**config.mk**
```make
export PLATFORM = sky130hd
export DESIGN_NAME = ansi_text_console_engine
export DESIGN_NICKNAME = d
export VERILOG_FILES = /design/src/rtl/atce_pkg.sv /design/src/rtl/atce_ram.sv /design/src/rtl/atce_out_fifo.sv /design/src/rtl/ansi_text_console_engine.sv
export SDC_FILE = /design/constraint.sdc
export NUM_CORES = 1
export LEC_CHECK = 0
export BUFFER_PORTS_ARGS = -buffer_cell sky130_fd_sc_hd__buf_4
export CORE_ASPECT_RATIO = 1.75
export CORE_MARGIN = 4
export CORE_UTILIZATION = 51
export CTS_CLUSTER_SIZE = 24
export DETAILED_ROUTE_END_ITERATION = 7
export PLACE_DENSITY = 0.72
export SLEW_MARGIN = 15
export SYNTH_ARGS = -nofsm -noshare
export SYNTH_HDL_FRONTEND = slang
export SYNTH_SLANG_ARGS = --single-unit
```
**constraint.sdc**
```tcl
create_clock -name clk -period 9.2 [get_ports clk]
set_input_delay 1.38 -clock clk [delete_from_list [all_inputs] [get_ports clk]]
set_output_delay 1.38 -clock clk [all_outputs]
set_load 0.02 [all_outputs]
```
**src/rtl/atce_pkg.sv**
```systemverilog
`timescale 1ns / 1ps
package atce_pkg;
  localparam int ESC_BUF_DEPTH = 16;
  localparam int EIW = $clog2(ESC_BUF_DEPTH);
  localparam int ECW = $clog2(ESC_BUF_DEPTH + 1);
  localparam int OUT_LIMIT = 32;

  typedef enum logic [3:0] {
    CMD_DRAW = 4'd0, CMD_SCROLL_UP = 4'd1, CMD_SCROLL_DOWN = 4'd2, CMD_SYNC = 4'd3,
    CMD_CLEAR = 4'd4, CMD_CLEAR_LINE = 4'd5, CMD_SWAP = 4'd6, CMD_CURSOR_OFF = 4'd7,
    CMD_CURSOR_PLACE = 4'd8
  } cmd_t;

  typedef struct packed {
    logic [3:0]  command;
    logic [7:0]  pos_col;
    logic [7:0]  pos_row;
    logic [15:0] value;
    logic        last;
  } res_t;

  localparam logic [7:0] CH_ESC = 8'd27;
  localparam logic [7:0] CH_LBR = 8'h5b;
  localparam logic [7:0] CH_SEMI = 8'h3b;
  localparam logic [7:0] CH_QM = 8'h3f;
  localparam logic [7:0] CH_BS = 8'h08;
  localparam logic [7:0] CH_BEL = 8'h07;
  localparam logic [7:0] CH_TAB = 8'h09;
  localparam logic [7:0] CH_LF = 8'h0a;
  localparam logic [7:0] CH_CR = 8'h0d;
  localparam logic [7:0] CH_SP = 8'h20;
  localparam logic [16:0] NUM_SAT = 17'd65535;

  localparam logic [0:0] ADDR_COLS = 1'b0;
  localparam logic [0:0] ADDR_ROWS = 1'b1;
endpackage

```
**src/rtl/atce_ram.sv**
```systemverilog
`timescale 1ns / 1ps
module atce_ram #(
  parameter int WIDTH = 8,
  parameter int DEPTH = 16
) (
  input  logic                     clk,
  input  logic                     we,
  input  logic [$clog2(DEPTH)-1:0] waddr,
  input  logic [WIDTH-1:0]         wdata,
  input  logic [$clog2(DEPTH)-1:0] raddr,
  output logic [WIDTH-1:0]         rdata
);
  logic [WIDTH-1:0] mem [DEPTH];
  always_ff @(posedge clk) begin
    if (we) mem[waddr] <= wdata;
    rdata <= mem[raddr];
  end
endmodule

```
**src/rtl/atce_out_fifo.sv**
```systemverilog
`timescale 1ns / 1ps
module atce_out_fifo (
  input  logic             clk,
  input  logic             rst_n,
  input  logic             push,
  input  atce_pkg::res_t   din,
  output logic             full,
  output logic             tvalid,
  input  logic             tready,
  output atce_pkg::res_t   dout
);
  import atce_pkg::*;
  res_t q_r [2];
  logic [1:0] cnt_r;
  logic pop;
  assign pop = tvalid && tready;
  assign tvalid = cnt_r != 2'd0;
  assign dout = q_r[0];
  assign full = cnt_r == 2'd2;
  always_ff @(posedge clk) begin
    if (!rst_n) begin
      cnt_r <= 2'd0;
    end else begin
      cnt_r <= cnt_r + {1'b0, push} - {1'b0, pop};
      if (pop) begin
        q_r[0] <= q_r[1];
        if (push && cnt_r == 2'd1) q_r[0] <= din;
        else if (push) q_r[1] <= din;
      end else if (push) begin
        if (cnt_r == 2'd0) q_r[0] <= din;
        else q_r[1] <= din;
      end
    end
  end
endmodule

```
**src/rtl/ansi_text_console_engine.sv**
```systemverilog
`timescale 1ns / 1ps
// channel  | direction | beat
// in_      | slave     | tdata: char_code[7:0]
// out_     | master    | tdata: command[3:0] pos_col pos_row value[15:0]; tlast: last
// cfg_     | apb       | 0x0 screen_columns, 0x4 screen_rows
// a plain byte goes through S_PLAIN and S_FIN before ready returns, and through S_LDOWN
// too when it starts a new line. an escape byte is written to the buffer and the buffer
// is reparsed from the start, each parse step via S_PRS_RD and S_PRS; a completed
// sequence runs S_RUN, S_RUN2 (S_LUP or S_LDOWN for E and F) and S_PLACE, and a failed
// one replays each buffered byte via S_REP_RD, S_REP and S_PLAIN.
// reset clears cursor, count and flags. a full output queue stalls the sequencer in place.
module ansi_text_console_engine (
  input  logic        clk,
  input  logic        rst_n,
  input  logic        in_tvalid,
  output logic        in_tready,
  input  logic [7:0]  in_tdata,   // char_code
  output logic        out_tvalid,
  input  logic        out_tready,
  output logic [39:0] out_tdata,  // command, pos_col, pos_row, value, zero fill
  output logic        out_tlast,  // last
  input  logic        cfg_psel,
  input  logic        cfg_penable,
  input  logic        cfg_pwrite,
  input  logic [2:0]  cfg_paddr,
  input  logic [31:0] cfg_pwdata,
  output logic [31:0] cfg_prdata,
  output logic        cfg_pready
);
  import atce_pkg::*;

  typedef enum logic [3:0] {
    S_IDLE, S_PLAIN, S_LDOWN, S_LUP, S_ESC_WR, S_PRS_RD, S_PRS, S_RUN, S_RUN2, S_PLACE,
    S_REP_RD, S_REP, S_FIN
  } state_t;

  state_t st_r;
  logic [7:0] cols_r, rows_r, ccol_r, crow_r, ch_r;
  logic [ECW-1:0] ecnt_r, idx_r;
  logic hid_r, swp_r, rep_r, ld_rep_r;
  logic [2:0] ps_r;
  logic [15:0] n1_r, n2_r, ln_r;
  logic [7:0] fin_r;
  logic pend_v_r;
  res_t pend_r;

  logic we;
  logic [EIW-1:0] waddr, raddr;
  logic [7:0] rdata;
  atce_ram #(.WIDTH(8), .DEPTH(ESC_BUF_DEPTH)) u_buf (
    .clk(clk), .we(we), .waddr(waddr), .wdata(ch_r), .raddr(raddr), .rdata(rdata));

  logic push, full, ovalid;
  res_t fout;
  logic [5:0] nres_r;
  res_t emit_d;
  logic emit_v;
  logic take;

  // last flag on the final pending result
  logic pend_last;
  res_t pend_out;
  assign pend_last = (st_r == S_FIN);
  assign pend_out = '{command: pend_r.command, pos_col: pend_r.pos_col,
                      pos_row: pend_r.pos_row, value: pend_r.value, last: pend_last};

  atce_out_fifo u_q (.clk(clk), .rst_n(rst_n), .push(push), .din(pend_out), .full(full),
    .tvalid(ovalid), .tready(out_tready), .dout(fout));
  assign out_tvalid = ovalid;
  assign out_tdata = {4'd0, fout.value, fout.pos_row, fout.pos_col, fout.command};
  assign out_tlast = fout.last;
  assign cfg_pready = 1'b1;
  assign cfg_prdata = cfg_paddr[2] ? {24'd0, rows_r} : {24'd0, cols_r};
  assign in_tready = (st_r == S_IDLE) && !pend_v_r;

  logic [7:0] ce, re;
  assign ce = (cols_r == 8'd0) ? 8'd1 : cols_r;
  assign re = (rows_r == 8'd0) ? 8'd1 : rows_r;

  // holding a pending result lets us set last when the next one appears or item ends
  logic stall;
  assign stall = pend_v_r && full;
  assign take = emit_v && (nres_r < 6'(OUT_LIMIT));
  assign push = pend_v_r && !full && (take || st_r == S_FIN);

  assign we = (st_r == S_ESC_WR) && (ecnt_r < ECW'(ESC_BUF_DEPTH));
  assign waddr = ecnt_r[EIW-1:0];
  assign raddr = idx_r[EIW-1:0];

  function automatic logic is_dig(input logic [7:0] b);
    return b >= 8'd48 && b <= 8'd57;
  endfunction
  function automatic logic is_fin(input logic [7:0] b);
    return (b >= 8'h41 && b <= 8'h48) || b == 8'h4a || b == 8'h4b || b == 8'h68 ||
           b == 8'h6c || b == 8'h6d;
  endfunction
  function automatic logic [15:0] add_d(input logic [15:0] v, input logic [7:0] b);
    logic [20:0] r;
    r = {5'd0, v} * 21'd10 + {17'd0, b[3:0]};
    return (r > {4'd0, NUM_SAT}) ? 16'hffff : r[15:0];
  endfunction
  function automatic res_t mk(input cmd_t c, input logic [7:0] col, input logic [7:0] row,
                              input logic [15:0] v);
    res_t r;
    r.command = c; r.pos_col = col; r.pos_row = row; r.value = v; r.last = 1'b0;
    return r;
  endfunction

  logic [16:0] sum;
  logic [8:0] t;
  always_comb begin
    emit_v = 1'b0;
    emit_d = mk(CMD_SYNC, 8'd0, 8'd0, 16'd0);
    sum = 17'd0;
    t = 9'd0;
    unique case (st_r)
      S_PLAIN: begin
        if (ch_r == CH_BS) begin
          emit_v = 1'b1;
          emit_d = (ccol_r == 8'd0) ?
            mk(CMD_DRAW, ce - 8'd1, (crow_r > 8'd0) ? crow_r - 8'd1 : 8'd0, 16'(CH_SP)) :
            mk(CMD_DRAW, ccol_r - 8'd1, crow_r, 16'(CH_SP));
        end else if (ch_r != CH_CR && ch_r != CH_LF && ch_r != CH_TAB && ch_r != CH_BEL) begin
          emit_v = 1'b1;
          emit_d = mk(CMD_DRAW, ccol_r, crow_r, {8'd0, ch_r});
        end
      end
      S_LDOWN: begin
        emit_v = 1'b1;
        sum = {9'd0, crow_r} + {1'b0, ln_r};
        if (sum >= {9'd0, re}) begin
          sum = sum - {9'd0, re} + 17'd1;
          emit_d = mk(CMD_SCROLL_UP, 8'd0, 8'd0, sum[16] ? 16'hffff : sum[15:0]);
        end
      end
      S_LUP: begin
        emit_v = 1'b1;
        if (ln_r > {8'd0, crow_r})
          emit_d = mk(CMD_SCROLL_DOWN, 8'd0, 8'd0, ln_r - {8'd0, crow_r});
      end
      S_RUN: begin
        emit_v = !hid_r;
        emit_d = mk(CMD_CURSOR_OFF, 8'd0, 8'd0, 16'd0);
      end
      S_RUN2: begin
        unique case (fin_r)
          8'h4a: begin emit_v = 1'b1; emit_d = mk(CMD_CLEAR, 8'd0, 8'd0, 16'd0); end
          8'h4b: begin
            emit_v = 1'b1;
            if (n1_r == 16'd0) emit_d = mk(CMD_CLEAR_LINE, ccol_r, crow_r, {8'd0, ce - 8'd1});
            else if (n1_r == 16'd1) emit_d = mk(CMD_CLEAR_LINE, 8'd0, crow_r, {8'd0, ccol_r});
            else emit_d = mk(CMD_CLEAR_LINE, 8'd0, crow_r, {8'd0, ce - 8'd1});
          end
          8'h6d: begin
            emit_v = (n1_r == 16'd0 && swp_r) || (n1_r == 16'd7 && !swp_r);
            emit_d = mk(CMD_SWAP, 8'd0, 8'd0, 16'd0);
          end
          default: ;
        endcase
      end
      S_PLACE: begin
        emit_v = !hid_r;
        emit_d = mk(CMD_CURSOR_PLACE, ccol_r, crow_r, 16'd0);
      end
      default: ;
    endcase
    t = {1'b0, ccol_r} + 9'd8;
    t[2:0] = 3'd0;
  end

  logic go;
  assign go = !stall;

  always_ff @(posedge clk) begin
    if (!rst_n) begin
      st_r <= S_IDLE; cols_r <= 8'd80; rows_r <= 8'd25; ccol_r <= 8'd0; crow_r <= 8'd0;
      ecnt_r <= '0; hid_r <= 1'b0; swp_r <= 1'b0; pend_v_r <= 1'b0; idx_r <= '0;
      rep_r <= 1'b0; ld_rep_r <= 1'b0; nres_r <= 6'd0; fin_r <= 8'd0;
    end else begin
      if (cfg_psel && cfg_penable && cfg_pwrite) begin
        if (cfg_paddr[2] == ADDR_COLS) cols_r <= cfg_pwdata[7:0];
        else rows_r <= cfg_pwdata[7:0];
      end
      if (push) pend_v_r <= 1'b0;
      if (go && take) begin
        pend_r <= emit_d; pend_v_r <= 1'b1; nres_r <= nres_r + 6'd1;
      end
      if (go) begin
        unique case (st_r)
          S_IDLE: if (in_tvalid && in_tready) begin
            ch_r <= in_tdata; nres_r <= 6'd0; idx_r <= '0; rep_r <= 1'b0;
            if (in_tdata == CH_ESC) begin
              rep_r <= 1'b1;
              st_r <= (ecnt_r != '0) ? S_REP_RD : S_ESC_WR;
            end else if (ecnt_r != '0) st_r <= S_ESC_WR;
            else st_r <= S_PLAIN;
          end
          S_PLAIN: begin
            ln_r <= 16'd1;
            if (ch_r == CH_CR) ccol_r <= 8'd0;
            else if (ch_r == CH_LF) st_r <= S_LDOWN;
            else if (ch_r == CH_TAB) begin
              if (t >= {1'b0, ce}) st_r <= S_LDOWN; else ccol_r <= t[7:0];
            end else if (ch_r == CH_BS) begin
              if (ccol_r == 8'd0) begin
                ccol_r <= ce - 8'd1;
                if (crow_r > 8'd0) crow_r <= crow_r - 8'd1;
              end else ccol_r <= ccol_r - 8'd1;
            end else if (ch_r != CH_BEL) begin
              if ({1'b0, ccol_r} + 9'd1 >= {1'b0, ce}) st_r <= S_LDOWN;
              else ccol_r <= ccol_r + 8'd1;
            end
            if (!(ch_r == CH_LF || (ch_r == CH_TAB && t >= {1'b0, ce}) ||
                (ch_r != CH_CR && ch_r != CH_TAB && ch_r != CH_BS && ch_r != CH_BEL &&
                 {1'b0, ccol_r} + 9'd1 >= {1'b0, ce})))
              st_r <= ld_rep_r ? S_REP_RD : S_FIN;
          end
          S_LDOWN: begin
            ccol_r <= 8'd0;
            if ({9'd0, crow_r} + {1'b0, ln_r} >= {9'd0, re}) crow_r <= re - 8'd1;
            else crow_r <= crow_r + ln_r[7:0];
            st_r <= ld_rep_r ? S_REP_RD : (fin_r == 8'h46 && !rep_r ? S_PLACE : S_FIN);
          end
          S_LUP: begin
            ccol_r <= 8'd0;
            crow_r <= (ln_r > {8'd0, crow_r}) ? 8'd0 : crow_r - ln_r[7:0];
            st_r <= S_PLACE;
          end
          S_REP_RD: begin
            ld_rep_r <= 1'b1;
            if (idx_r >= ecnt_r || idx_r >= ECW'(ESC_BUF_DEPTH)) begin
              ld_rep_r <= 1'b0;
              ecnt_r <= '0; idx_r <= '0; ch_r <= CH_ESC;
              st_r <= rep_r ? S_ESC_WR : S_FIN;
            end else st_r <= S_REP;
          end
          S_REP: begin
            ch_r <= rdata; idx_r <= idx_r + ECW'(1); fin_r <= 8'd0; st_r <= S_PLAIN;
          end
          S_ESC_WR: begin
            if (rep_r) begin
              ch_r <= CH_ESC; ecnt_r <= ECW'(1); fin_r <= 8'd0; st_r <= S_FIN;
            end else begin
              ecnt_r <= ecnt_r + ECW'(1); idx_r <= '0; ps_r <= 3'd0;
              n1_r <= 16'd0; n2_r <= 16'd0;
              if (ecnt_r + ECW'(1) >= ECW'(ESC_BUF_DEPTH)) begin
                rep_r <= 1'b0; st_r <= S_REP_RD;
              end else st_r <= S_PRS_RD;
            end
          end
          S_PRS_RD: begin
            if (idx_r >= ecnt_r) st_r <= S_FIN; else st_r <= S_PRS;
          end
          S_PRS: begin
            st_r <= S_PRS_RD;
            unique case (ps_r)
              3'd0: begin
                idx_r <= idx_r + ECW'(1);
                if (rdata == CH_ESC) ps_r <= 3'd1; else begin idx_r <= '0; st_r <= S_REP_RD; end
              end
              3'd1: begin
                idx_r <= idx_r + ECW'(1);
                if (rdata == CH_LBR) ps_r <= 3'd2; else begin idx_r <= '0; st_r <= S_REP_RD; end
              end
              3'd2: begin
                if (is_dig(rdata)) begin n1_r <= {12'd0, rdata[3:0]}; ps_r <= 3'd3;
                  idx_r <= idx_r + ECW'(1); end
                else if (rdata == CH_QM) idx_r <= idx_r + ECW'(1);
                else begin n1_r <= 16'd1; ps_r <= 3'd4; end
              end
              3'd3: if (is_dig(rdata)) begin n1_r <= add_d(n1_r, rdata);
                  idx_r <= idx_r + ECW'(1); end else ps_r <= 3'd4;
              3'd4: if (rdata == CH_SEMI) begin ps_r <= 3'd5; idx_r <= idx_r + ECW'(1); end
                else ps_r <= 3'd7;
              3'd5: if (is_dig(rdata)) begin n2_r <= {12'd0, rdata[3:0]}; ps_r <= 3'd6;
                  idx_r <= idx_r + ECW'(1); end else begin idx_r <= '0; st_r <= S_REP_RD; end
              3'd6: if (is_dig(rdata)) begin n2_r <= add_d(n2_r, rdata);
                  idx_r <= idx_r + ECW'(1); end else ps_r <= 3'd7;
              default: begin
                idx_r <= '0;
                if (is_fin(rdata)) begin fin_r <= rdata; ecnt_r <= '0; st_r <= S_RUN; end
                else st_r <= S_REP_RD;
              end
            endcase
          end
          S_RUN: st_r <= S_RUN2;
          S_RUN2: begin
            st_r <= S_PLACE;
            ln_r <= n1_r;
            unique case (fin_r)
              8'h41: crow_r <= (n1_r >= {8'd0, crow_r}) ? 8'd0 : crow_r - n1_r[7:0];
              8'h42: crow_r <= ({9'd0, crow_r} + {1'b0, n1_r} >= {9'd0, re}) ? re - 8'd1 :
                               crow_r + n1_r[7:0];
              8'h43: ccol_r <= ({9'd0, ccol_r} + {1'b0, n1_r} >= {9'd0, ce}) ? ce - 8'd1 :
                               ccol_r + n1_r[7:0];
              8'h44: ccol_r <= (n1_r >= {8'd0, ccol_r}) ? 8'd0 : ccol_r - n1_r[7:0];
              8'h45: st_r <= S_LUP;
              8'h46: st_r <= S_LDOWN;
              8'h47: begin
                ccol_r <= (n1_r == 16'd0) ? 8'd0 :
                          (n1_r - 16'd1 > {8'd0, ce - 8'd1}) ? ce - 8'd1 : n1_r[7:0] - 8'd1;
                if (crow_r > re - 8'd1) crow_r <= re - 8'd1;
              end
              8'h48: begin
                ccol_r <= (n2_r == 16'd0) ? 8'd0 :
                          (n2_r - 16'd1 > {8'd0, ce - 8'd1}) ? ce - 8'd1 : n2_r[7:0] - 8'd1;
                crow_r <= (n1_r == 16'd0) ? 8'd0 :
                          (n1_r - 16'd1 > {8'd0, re - 8'd1}) ? re - 8'd1 : n1_r[7:0] - 8'd1;
              end
              8'h4a: begin ccol_r <= 8'd0; crow_r <= 8'd0; end
              8'h68: hid_r <= 1'b0;
              8'h6c: hid_r <= 1'b1;
              8'h6d: if (n1_r == 16'd0 && swp_r) swp_r <= 1'b0;
                else if (n1_r == 16'd7 && !swp_r) swp_r <= 1'b1;
              default: ;
            endcase
          end
          S_PLACE: st_r <= S_FIN;
          S_FIN: begin
            fin_r <= 8'd0; rep_r <= 1'b0; st_r <= S_IDLE;
          end
          default: st_r <= S_IDLE;
        endcase
      end
    end
  end
endmodule

```
# Word-level counts from Yosys, hierarchy flattened
# Memories as Yosys holds them, arrays and structs flattened. A register that Yosys moved wholly into a read port is not among the register bits.
# Index checks and enable logic that the tools add are counted.
# classes
n_addsub	30
mul	2
order_cmp	24
n_eq_ne	92
n_mux	165
bitwise	5
reduce_logical	88
# ops
op	n
8-bit two-way mux	37
37-bit one-hot mux with 6 select lines	1
16-bit one-hot mux with 2 select lines	5
8-bit by 7-bit == test with 1-bit output (second input constant)	19
16-bit two-way mux	9
37-bit two-way mux	3
36-bit one-hot mux with 3 select lines	1
35-bit two-way mux	3
4-bit two-way mux	20
8-bit one-hot mux with 5 select lines	2
33-bit two-way mux	2
5-bit two-way mux	13
16-bit by 8-bit greater-than comparator with 1-bit output	4
8-bit one-hot mux with 4 select lines	2
8-bit by 16-bit adder with 17-bit output	3
17-bit by 8-bit >= comparator with 1-bit output	3
4-bit one-hot mux with 12 select lines	1
8-bit one-hot mux with 3 select lines	2
8-bit by 1-bit subtractor with 8-bit output (second input constant)	6
20-bit by 4-bit adder with 21-bit output	2
21-bit by 16-bit greater-than comparator with 1-bit output (second input constant)	2
3-bit != test (second input constant)	14
16-bit by 3-bit multiplier with 19-bit output (second input constant)	2
3-bit two-way mux	12
other kinds (88)	238
# totals
reg_bits	162
ram_bits	202
input_bits	50
memories	2
# mem_list
memory	depth	width	read_ports	rd_clocked_by_memory_dff	write_ports	line	text
u_buf.mem	16	8	1	1	1	atce_ram.sv:13	logic [WIDTH-1:0] mem [DEPTH];
u_q.q_r	2	37	2	0	2	atce_out_fifo.sv:13	res_t q_r [2];

# Depth between registers and ports, before layout
# Gate-level depths: netlist (run 1).
# logic_depth
ltp_word	17
depth_mapped	20

# By module
# A second synthesis (run 1) with hierarchy kept.
# hier_totals
cells_unflattened	2873
area_unflattened_um2	27757.9
# modules_own_cells
module	instances	cells_per_inst	area_each_um2	seq_area_each_um2
ansi_text_console_engine	1	2473	19376.1	4154.0
atce_ram	1	229	5147.4	4003.8
atce_out_fifo	1	171	3234.4	2262.2

# Least setup slack after synthesis (run 1)
# OpenSTA, ideal clock, no wires.
# synth_timing
kind	reg2reg
from	reg n1_r[1]
to	mem u_q.q_r[0][37] in the netlist's numbering (enable)
arrival_ns	8.177
required_time_ns	8.570
slack_ns	0.392
stages_incl_launch_ff	11
n_path_buf	0
period_less_slack_ns	8.808
path_cell_list	edfxtp_1 -> inv_1 -> ha_1 -> nor2b_1 -> a21oi_1 -> and4bb_2 -> o21ai_0 -> o221ai_1 -> nand2_1 -> a21o_1 -> a2111oi_0
# synth_lines
element	line	text
start, declared	ansi_text_console_engine.sv:42	logic [15:0] n1_r, n2_r, ln_r;
start signal, assigned	ansi_text_console_engine.sv:271	3'd3: if (is_dig(rdata)) begin n1_r <= add_d(n1_r, rdata);
end, declared	atce_out_fifo.sv:13	

# Final worst setup path (run 1)
# layout_timing
from	reg crow_r[2]
to	reg crow_r[2]
# layout_via
elab_chain_len	8
elab_cells_between_ends	28
# layout_lines
element	line	text
start, declared	ansi_text_console_engine.sv:38	logic [7:0] cols_r, rows_r, ccol_r, crow_r, ch_r;
start signal, assigned	ansi_text_console_engine.sv:207	if (crow_r > 8'd0) crow_r <= crow_r - 8'd1;
start signal, assigned	ansi_text_console_engine.sv:220	if ({9'd0, crow_r} + {1'b0, ln_r} >= {9'd0, re}) crow_r <= re - 8'd1;
start signal, assigned	ansi_text_console_engine.sv:221	else crow_r <= crow_r + ln_r[7:0];
branches (longest 8 deep; another with 8-bit by 16-bit adder with 17-bit output)	-	
# Parallel ways; which one is timed is not known. The select of a mux whose other input is x is not followed.
# A chain may end at the register's enable or synchronous reset.

==> out/results.txt, run 1 <==
Outcome -> completed
Via density -> 6.34
Drt first pass iters -> 6
Sequential share of the synthesized area -> 37.9%
Multi-input combinational cell area -> 15600 sq um
Avg Inst Size Synth -> 9.48 sq um
Clock Sinks -> 372
Slew HR -> 23.7%
Commonest non-fill, non-tap cell in the layout -> edfxtp_1
Layout area overhead -> 7.48%
Setup repair after global routing missed its margin -> false
Fillers -> 4726
Tcrit/Tclk final -> 64.0%
Die Wd -> 183 microns
Async SR Flop Fraction -> 0%
Critical Path Source -> crow_r[2]
Setup TNS -> 0 ns
Pins Over Slew Limit -> 0
Grt ovf -> 0
Final core occ -> 55.3%
Leak Pwr -> 11.4 nW
Vias -> 22900
Fmax -> 170 MHz
Count of final setup violators -> 0
WP data arrival -> 6.32 ns
Netlist Area Pre-Place -> 27500 sq um
Fin crit period -> 5.88 ns
Most frequent cells in the layout -> edfxtp_1 (297), nand2_1 (254), ha_1 (253)
Routed wire length -> 88800 microns
Clock Latency Late Sink -> 0.57 ns
Site Rows -> 112
EDFF count, synth -> 297
Flip-flop and latch count after synthesis -> 372
Max Buffers Root-to-Sink -> 3
Setup bufs post-CTS -> 0
CTS buffer count -> 35
Vias in the first global route -> 23000
Finished Cell Area -> 29500 sq um
Slew @ Worst Pin -> 1.14 ns
Placer congestion estimate -> 0.973
Final nets -> 3214
Placed wire-length estimate -> 69800 microns
Storage element area -> 10400 sq um
Post-synth top area cell -> edfxtp_1
Clock root cell -> clkbuf_16
Number of port buffers -> 70
Crit Reg-Reg Startpoint -> crow_r[2]
# H-tree levels -> 2
Worst Hold Class -> flop to flop
Antenna-violating nets left -> 0
Min-Delay Startpoint -> pend_out[2]
Total core area -> 53400 sq um
Critical Path RT -> 9.63 ns
Post-CTS Hold Buffers -> 0
CTS tree -> done
Starting DRT DRC Count -> 1843
Fin worst setup slack -> 3.32 ns
All-Layer GR Usage -> 30.0%
Critical path launch point type -> flop
Top Ports -> 126
Worst Path Class, Setup -> flop to flop
Most used DFF post-synth -> edfxtp_1
WHS -> 0.449 ns
Synthesized instance count -> 2900
CP max FO -> 20
DP Worst Slack -> 3.44 ns
Resized Gates After CTS -> 0
Placed Area -> 28400 sq um
# DRC -> 0
Antenna fix cells -> 0
Reg clk slew, reported paths -> 0.07 ns
Max-cap violations -> 0
Fraction of layout cells with a size suffix above 1 -> 9.95%
Final Hold Violating Endpoints -> 0
Ys Warns -> 0
Wire length per cell -> 24.6 microns
First-pass GRT wire length -> 134000 microns
Die footprint -> 57800 sq um
Post-synth cell types -> 98
Antenna violations before repair -> 0
Top cell type's share of synthesized area -> 32.5%
Ranking of synthesized cells by area -> edfxtp_1 (32%), ha_1 (12%), dfxtp_1 (5.5%)
Pin count of the biggest net entering global routing -> 53
Starting density of the core -> 51.5%
Pwr Density -> 241 nW/um^2
Die Ht -> 315 microns
Worst Setup End Kind -> flop
VDD IR max -> 0.000135 V
Clk_skew -> 0.0344 ns
==> cell usage after synthesis (65+ instances only) <==
library cell	number
nand2_1	254
dfxtp_1	75
buf_4	65
ha_1	253
o21ai_0	170
edfxtp_1	297
xnor2_1	91
nor3_1	82
inv_1	157
clkbuf_1	104
nor2_1	238
a21oi_1	190
==> worst paths after layout <==
check | end | slack [ns] | cells past startpoint
setup / recovery | crow_r[2] | 3.32 | 18
setup reg to reg | crow_r[2] | 3.32 | 18
hold reg to reg | u_q.q_r[0][39] | 0.45 | 0
hold / removal | u_q.q_r[0][39] | 0.45 | 0
==> critical path: stages (launching register included) <==
cell	delay, ns
dfxtp_1	0.61
inv_1	0.21
ha_1	0.44
inv_1	0.17
a21oi_1	0.18
o31a_1	0.31
o31ai_1	0.33
a21o_1	0.19
and3_1	0.19
nand2_1	0.10
xor2_1	0.32
ha_1	0.21
inv_1	0.04
a21boi_0	0.60
a21bo_2	0.33
o21ai_2	0.76
nor2_1	0.12
a2111oi_0	0.50
o22ai_1	0.14
==> power by group <==
| group | switching (W) | total [W] | internal [W] |
|---|---|---|---|
| combinational | 0.00217 | 0.00341 | 0.00125 |
| sequential | 0.000232 | 0.00227 | 0.00204 |
| clock | 0.000677 | 0.00144 | 0.000768 |
| total | 0.00307 | 0.00712 | 0.00405 |
==> area by class of cell <==
cell class | instances | share of cell area (%)
Inverter | 159 | 2.02
Multi-Input combinational cell | 2207 | 52.9
Timing Repair Buffer | 122 | 3.10
Clock inverter | 18 | 0.631
Sequential cell | 372 | 35.3
Tap cell | 684 | 2.90
Clock buffer | 46 | 3.17
==> cells by family (layout without fill, tap and decap cells) <==
| logic type | count (synthesis) | in the layout | synth area share (%) |
|---|---|---|---|
| adders and majority gates | 268 | 268 | 12.6 |
| and+or+nand+nor | 929 | 929 | 16.6 |
| DFF | 372 | 372 | 37.9 |
| other | 2 | 29 | 0.0273 |
| muxes | 119 | 119 | 5.29 |
| AOI/OAI and AO/OA | 714 | 714 | 17.1 |
| xor gates and xnor gates | 148 | 148 | 4.74 |
| buffers and inverters | 348 | 345 | 5.76 |
==> metal layers <==
layer,global-route usage [%],up-vias,share of wire (%)
li1,-,10600,-
met4,22.5,0,8.8
met2,54.8,867,52
met1,30.9,11100,35
met5,0,-,0
met3,3.32,323,4.9
==> metrics by stage <==
| step | cells | power, W |
|---|---|---|
| global placement | 3544 | 0.00555 |
| global route | 3608 | 0.00752 |
| CTS | 3608 | 0.00708 |
| detailed placement | 3544 | 0.00564 |
| floorplan | 2927 | 0.00461 |
| finish | 3608 | 0.00712 |
==> flip-flops by register name, summed over array words and instances (netlist names), 2 cells and up <==
signal       count
nres_r           6
u_buf.mem      128
u_q.cnt_r        2
n1_r            16
rows_r           8
u_buf.rdata      8
ln_r            16
crow_r           8
n2_r            16
fin_r            8
st_r             4
u_q.q_r         74
cols_r           8
ch_r             8
idx_r            5
pend_out        36
ecnt_r           5
ps_r             3
ccol_r           8
No activity file was read; power rests on OpenSTA's default activity.
==> run 2, diff against run 1 <==
- ABC_AREA: default -> 1
- PLACE_DENSITY: 0.72 -> 0.69
- clock period: 9.2 -> 6 ns (I/O delays scaled with it)
==> run 2 against run 1 <==
Against the previous run:
- utilization increased by 0.29 points
- fmax increased by 10%
- non-clock buffer count decreased by 11
- count of clock-buffer cells in the layout decreased by 7
- sequential share of layout area decreased by 0.85 points
- register-to-register slack got worse by 2.6 ns
- die area increased by 2.3%
- critical path depth increased by 4
- synthesized cell count increased by 23%
- setup slack got worse by 2.6 ns
- highest routed layer unchanged
==> out/results.txt, run 2 <==
Min-Delay Startpoint -> fin_r[4]
Slew @ Worst Pin -> 1.18 ns (+0.0360 ns)
Antenna fix cells -> 0 (unchanged)
# H-tree levels -> 2 (unchanged)
Synthesized instance count -> 3564 (+23%)
Post-synthesis mux area share -> 0.996% (-4.3 points)
Leak Pwr -> 13.3 nW (+17%)
Die Ht -> 319 microns (+1.2%)
Max-cap violations -> 0 (unchanged)
Resized Gates After CTS -> 0 (unchanged)
CP max stage cell -> dfxtp_1
Setup TNS -> 0 ns (unchanged)
Netlist Area Pre-Place -> 28200 sq um (+2.4%)
Antenna violations before repair -> 0 (unchanged)
Largest reg by FF count -> u_buf.mem
Max reg flops -> 128 (unchanged)
Compound-Gate Fraction of Synth Area -> 12.8% (-4.4 points)
Site Rows -> 113 (+0.89%)
Placer congestion estimate -> 1.04 (+6.9%)
Pins Over Slew Limit -> 0 (unchanged)
Setup repair after global routing missed its margin -> false
Worst Hold Class -> flop to flop
Starting density of the core -> 51.7% (+0.24 points)
Most frequent cells in the layout -> nand2_1 (652), inv_1 (445), nor2_1 (411)
Slew HR -> 20.8% (-2.9 points)
CP max FO -> 15 (-25%)
CTS buffer count -> 35 (unchanged)
Final Hold Violating Endpoints -> 0 (unchanged)
Layout area overhead -> 7.54% (about the same)
Critical path launch point type -> flop
Post-CTS Hold Buffers -> 0 (unchanged)
Ys Warns -> 0 (unchanged)
Placed wire-length estimate -> 67500 microns (-3.4%)
Top cell type's share of synthesized area -> 31.7% (-0.77 points)
Drt first pass iters -> 7 (+1)
Critical Path Source -> crow_r[3]
Commonest non-fill, non-tap cell in the layout -> nand2_1
Fin crit period -> 5.33 ns (-0.551 ns)
Count of final setup violators -> 0 (unchanged)
Total core area -> 54400 sq um (+2.0%)
Sequential share of the synthesized area -> 37.0% (-0.90 points)
Max Buffers Root-to-Sink -> 3 (unchanged)
Most used DFF post-synth -> edfxtp_1
Critical Path RT -> 6.26 ns (-3.37 ns)
Antenna-violating nets left -> 0 (unchanged)
Number of port buffers -> 70 (unchanged)
Reg clk slew, reported paths -> 0.07 ns (about the same)
Final nets -> 3905 (+21%)
Worst Path Class, Setup -> flop to flop
Placed Area -> 29100 sq um (+2.4%)
Clock Latency Late Sink -> 0.57 ns (about the same)
Vias -> 24800 (+8.2%)
Simple-gate share of the synthesized area -> 23.4% (+6.8 points)
Routed wire length -> 85700 microns (-3.5%)
Finished Cell Area -> 30300 sq um (+2.5%)
Fraction of layout cells with a size suffix above 1 -> 6.59% (-3.4 points)
Top Ports -> 126 (unchanged)
Post-synth top area cell -> edfxtp_1
Worst-path cell chain -> inv_1 > ha_1 > inv_1 > a21oi_1 > o21ai_0 > a21oi_1 > o21ai_0 > xor2_1 > ha_1 > ha_1 > a21o_1 > a31oi_1 > nand2_1 > a21boi_0 > o21ai_1 > a21oi_1 > or2_1 > nand2_1 > a21oi_1 > o21ai_0 > nand2_1 > o21ai_0
List of most frequent post-synthesis cells -> nand2_1 (652), inv_1 (445), nor2_1 (412), edfxtp_1 (297), nand3_1 (262)
Avg Inst Size Synth -> 7.90 sq um (-17%)
WP data arrival -> 5.60 ns (-0.72 ns)
Wire length per cell -> 19.9 microns (-19%)
Starting DRT DRC Count -> 1996 (+8.3%)
Setup bufs post-CTS -> 0 (unchanged)
Post-synth cell types -> 64 (-35%)
Clock root cell -> clkbuf_16
Crit Reg-Reg Startpoint -> crow_r[3]
Tcrit/Tclk final -> 88.9% (+25 points)
Adder-cell share of the synthesized area -> 12.2% (-0.33 points)
Die Wd -> 186 microns (+1.2%)
Worst Setup End Kind -> flop
Pwr Density -> 323 nW/um^2 (+34%)
All-Layer GR Usage -> 28.4% (-1.6 points)
Clock Sinks -> 372 (unchanged)
VDD IR max -> 0.000231 V (+71%)
Die footprint -> 59200 sq um (+2.3%)
Grt ovf -> 0 (unchanged)
# DRC -> 0 (unchanged)
Final core occ -> 55.6% (+0.29 points)
EDFF count, synth -> 297 (unchanged)
CTS tree -> done
Clk_skew -> 0.0365 ns (+0.00214 ns)
Flip-flop and latch count after synthesis -> 372 (unchanged)
Outcome -> completed
Largest family of logic cells by synthesized area -> simple AND/OR/NAND/NOR gates
First-pass GRT wire length -> 132000 microns (-1.1%)
Async SR Flop Fraction -> 0% (unchanged)
Xor-xnor portion of the synthesized cell area -> 4.19% (-0.55 points)
Vias in the first global route -> 24300 (+5.9%)
Pin count of the biggest net entering global routing -> 70 (+32%)
Ranking of synthesized cells by area -> edfxtp_1 (32%), ha_1 (11%), nand2_1 (8.7%)
Fmax -> 188 MHz (+10%)
Count leader, synth -> nand2_1
CP peak stage delay -> 0.51 ns (-0.25 ns)
Via density -> 5.75 (-9.3%)
[run 2: cell count changes in the layout (fill, tap and decap cells not counted), moves of 51 or more]
cell / before / now
inv_1: 157 / 445
nand2_1: 254 / 652
nand3_1: 61 / 262
nor2_1: 237 / 411
o21ai_0: 169 / 221
xnor2_1: 91 / 24
xor2_1: 56 / 107
[run 2: cells by family after synthesis]
kind of cell | Yosys count
other | 2
and+or+nand+nor | 1524
adders and majority gates | 267
buffers and inverters | 609
DFF | 372
xor gates and xnor gates | 133
AOI/OAI and AO/OA | 629
muxes | 28
[run 2: through the flow]
stage	power (W)	cells	worst slack, ns	hold slack (ns)
floorplan	0.00623	3591	1.25	0.419
global placement	0.00739	4241	0.798	0.428
detailed placement	0.00743	4241	0.739	0.434
CTS	0.00974	4304	0.701	0.444
global route	0.0104	4304	0.165	0.454
finish	0.00977	4304	0.668	0.444
[run 2: routing by layer]
metal / vias to the layer above / track usage, % / part of all wire, %
met5: - / 0 / 0
li1: 12000 / - / -
met4: 0 / 18.8 / 8.3
met3: 317 / 2.74 / 4.6
met1: 11500 / 31.0 / 36
met2: 855 / 51.1 / 51
[run 2: worst max-delay path: cells and delay by family (launching register included)]
kind	cells	cell delay [ns]
AOI/OAI and AO/OA	12	2.22
xor gates and xnor gates	1	0.25
adders and majority gates	3	1.07
buffers and inverters	2	0.39
DFF	1	0.51
and+or+nand+nor	4	0.59
[run 2: area by class of cell]
type / instances / area, sq um
flip-flops and latches: 372 / 10400
fillers: 5157 / 24200
clock buffers: 39 / 911
well taps: 690 / 863
multi-input cells: 2610 / 15200
inverters: 458 / 1720
clock inverters: 24 / 280
repair buffers: 111 / 833
[run 2: worst paths after layout]
kind / cells past startpoint / to / slack, ns
min reg2reg: 2 / fin_r[4] / 0.44
min: 2 / fin_r[4] / 0.44
max: 22 / pend_out[16] / 0.67
max reg2reg: 22 / pend_out[16] / 0.67
[run 2: power by group]
group	internal (W)	switching [W]
clock	0.00129	0.00103
sequential	0.00316	0.000240
combinational	0.00128	0.00276
==> run 3, diff against run 2 <==
- CORE_MARGIN: 4 -> default
- PLACE_DENSITY: 0.69 -> 0.72
- clock period: 6 -> 4.6 ns (I/O delays scaled with it)
==> run 3 against run 2 <==
Against the previous run:
- the flow now finishes with violations (DRC)
- setup slack worse by 0.39 ns
- utilization is 2.0 points higher
- worst hold slack worse by 0.076 ns
- wire length is 4.3% higher
- final area is 3.6% higher
- first-iteration DRC count is 7.6% higher
- die area is 5.1% lower
- sequential power is 29% higher
- critical endpoint unchanged
- critical path depth is 5 higher
- final cell count is 3.0% higher
- clock skew is 0.0068 ns lower
- sequential share of layout area is 1.2 points lower
==> out/results.txt, run 3 (synthesis gave the netlist of run 2 again) <==
Worst Hold Class -> input port to flop
Finished Cell Area -> 31400 sq um (+3.6%)
Clock power share -> 23.1% (-0.7 points)
Most used cell, CP -> nand2_1
FF-to-FF setup slack -> 0.27 ns (-0.39 ns)
Worst Setup End Kind -> flop
Grt ovf -> 0 (unchanged)
All-Layer GR Usage -> 31.8% (+3.4 points)
CTS buffer count -> 36 (+2.9%)
Antenna-violating nets left -> 0 (unchanged)
Final Hold Violating Endpoints -> 0 (unchanged)
Setup TNS -> 0 ns (unchanged)
Power Internal -> 0.00784 W (+37%)
Outcome -> finished with violations
Fin crit period -> 4.33 ns (-1.01 ns)
Vias in the first global route -> 25000 (+2.6%)
Pins Over Slew Limit -> 0 (unchanged)
Die footprint -> 56200 sq um (-5.1%)
Failing checks -> DRC
Final nets -> 4032 (+3.3%)
Setup repair after global routing missed its margin -> true
Number of port buffers -> 70 (unchanged)
Worst Path Class, Setup -> flop to flop
P_sw -> 0.00547 W (+36%)
CTS tree -> done
Clk_skew -> 0.0297 ns (-0.00681 ns)
VDD IR max -> 0.000254 V (+10%)
Power share of the combinational group -> 43.8% (+2.4 points)
Vias -> 25300 (+2.4%)
Antenna violations before repair -> 0 (unchanged)
Wire length per cell -> 20.2 microns (+1.2%)
Sw Share -> 41.1% (-0.19 points)
Cell Count, Final, Fillers Out -> 4433 (+3.0%)
Total core area -> 54400 sq um (unchanged)
Critical Path RT -> 4.90 ns (-1.36 ns)
Layout area overhead -> 11.4%
Fraction of layout cells with a size suffix above 1 -> 10.0% (+3.4 points)
Placer congestion estimate -> 1.01 (-3.2%)
Top Ports -> 126 (unchanged)
Starting density of the core -> 51.7% (unchanged)
Die Wd -> 180 microns (-3.2%)
Largest reg by FF count -> u_buf.mem
Clock Sinks -> 372 (unchanged)
Placed Cells -> 4365 (+2.9%)
Placed Area -> 30000 sq um (+3.3%)
Max reg flops -> 128 (unchanged)
Fmax -> 231 MHz (+23%)
Slew @ Worst Pin -> 1.28 ns (+0.0986 ns)
CP max stage cell -> edfxtp_1
Pin count of the biggest net entering global routing -> 69 (-1.4%)
Starting DRT DRC Count -> 2147 (+7.6%)
Antenna fix cells -> 0 (unchanged)
Slew HR -> 14.2% (-6.6 points)
Critical path launch point type -> flop
CP peak stage delay -> 0.40 ns (-0.11 ns)
CP max FO -> 8 (-7)
Overall Power -> 0.0133 W (+36%)
Die Ht -> 313 microns (-1.9%)
Sequential Power Share -> 33.0% (-1.8 points)
# DRC -> 19 (+19)
Reg clk slew, reported paths -> 0.06 ns (about the same)
Count of final setup violators -> 0 (unchanged)
WP data arrival -> 4.62 ns (-0.98 ns)
Site Rows -> 113 (unchanged)
First-pass GRT wire length -> 138000 microns (+4.2%)
Leak Pwr -> 13.9 nW (+4.8%)
Post-CTS Hold Buffers -> 0 (unchanged)
Pwr Density -> 425 nW/um^2 (+32%)
Fillers -> 5000 (-3.0%)
Commonest non-fill, non-tap cell in the layout -> nand2_1
Max-cap violations -> 0 (unchanged)
Max Buffers Root-to-Sink -> 3 (unchanged)
WHS -> 0.368 ns (-0.0763 ns)
Placed wire-length estimate -> 70400 microns (+4.3%)
Most frequent cells in the layout -> nand2_1 (652), inv_1 (445), nor2_1 (410)
# H-tree levels -> 2 (unchanged)
Tcrit/Tclk final -> 94.1% (+5.2 points)
Drt first pass iters -> 8 (+1)
Clock Latency Late Sink -> 0.59 ns (+0.02 ns)
Routed wire length -> 89400 microns (+4.3%)
Clock root cell -> clkbuf_16
Via density -> 5.72 (-0.60%)
[run 3: per-stage QoR]
stage / util (%) / setup slack [ns]
after floorplan: - / 0.0125
after global placement: 55.2 / 0.000961
after detailed placement: 55.2 / 0.0127
after CTS: 57.4 / 0.0459
after global routing: 57.6 / -0.0452
final: 57.6 / 0.273
[run 3: layout make-up]
type                            instances  area (sq um)  area share [%]
Sequential cell                       372         10400            33.2
Timing Repair Buffer                  237          1820            5.80
Clock inverter                         24           260           0.830
Tap cell                              690           863            2.75
Inverter                              458          1720            5.49
Multi-Input combinational cell       2610         15300            48.8
Clock buffer                           42           953            3.04
[run 3: timing repair]
| action | in CTS | in global routing |
|---|---|---|
| hold endpoints to repair | 0 | 0 |
| endpoints found under the setup margin | 1 | 25 |
| gates resized for setup | 1 | 14 |
| buffers inserted | 0 | 2 |
| pin swaps | 0 | 3 |
| cloned | 0 | 0 |
[run 3: path summary, 6_finish.rpt]
check,depth (start not counted),from,to
max,27,ln_r[1],pend_out[16]
min reg2reg,0,pend_out[26],u_q.q_r[0][63]
min,3,cfg_pwdata[0],rows_r[0]
max reg2reg,27,ln_r[1],pend_out[16]
[run 3: per-layer routing]
metal  global-route usage, %  part of all wire [%]  up-vias  routed length, microns
li1                        -                     -    12300                       -
met1                    32.5                    35    11700                   31700
met2                    59.3                    52      952                   46100
met3                    3.65                   4.7      356                    4190
met4                    23.8                   8.3        0                    7410
met5                       0                     0        -                       0
[run 3: worst max-delay path, delay by kind of cell, from the launching register on]
kind,cells,cell delay (ns)
xor+xnor,1,0.15
compound gates,11,1.22
simple gates,7,0.80
flops,1,0.40
buf+inv,5,0.65
fa+ha+maj,3,0.84
[run 3: power by group through the flow]
stage          combinational [W]  sequential (W)  clock [W]
4_1_cts                  0.00569         0.00439    0.00312
5_1_grt                  0.00642         0.00443    0.00324
2_1_floorplan            0.00367         0.00445          0
3_3_place_gp             0.00561         0.00445          0
6_report                 0.00584         0.00440    0.00308
3_5_place_dp             0.00565         0.00447          0
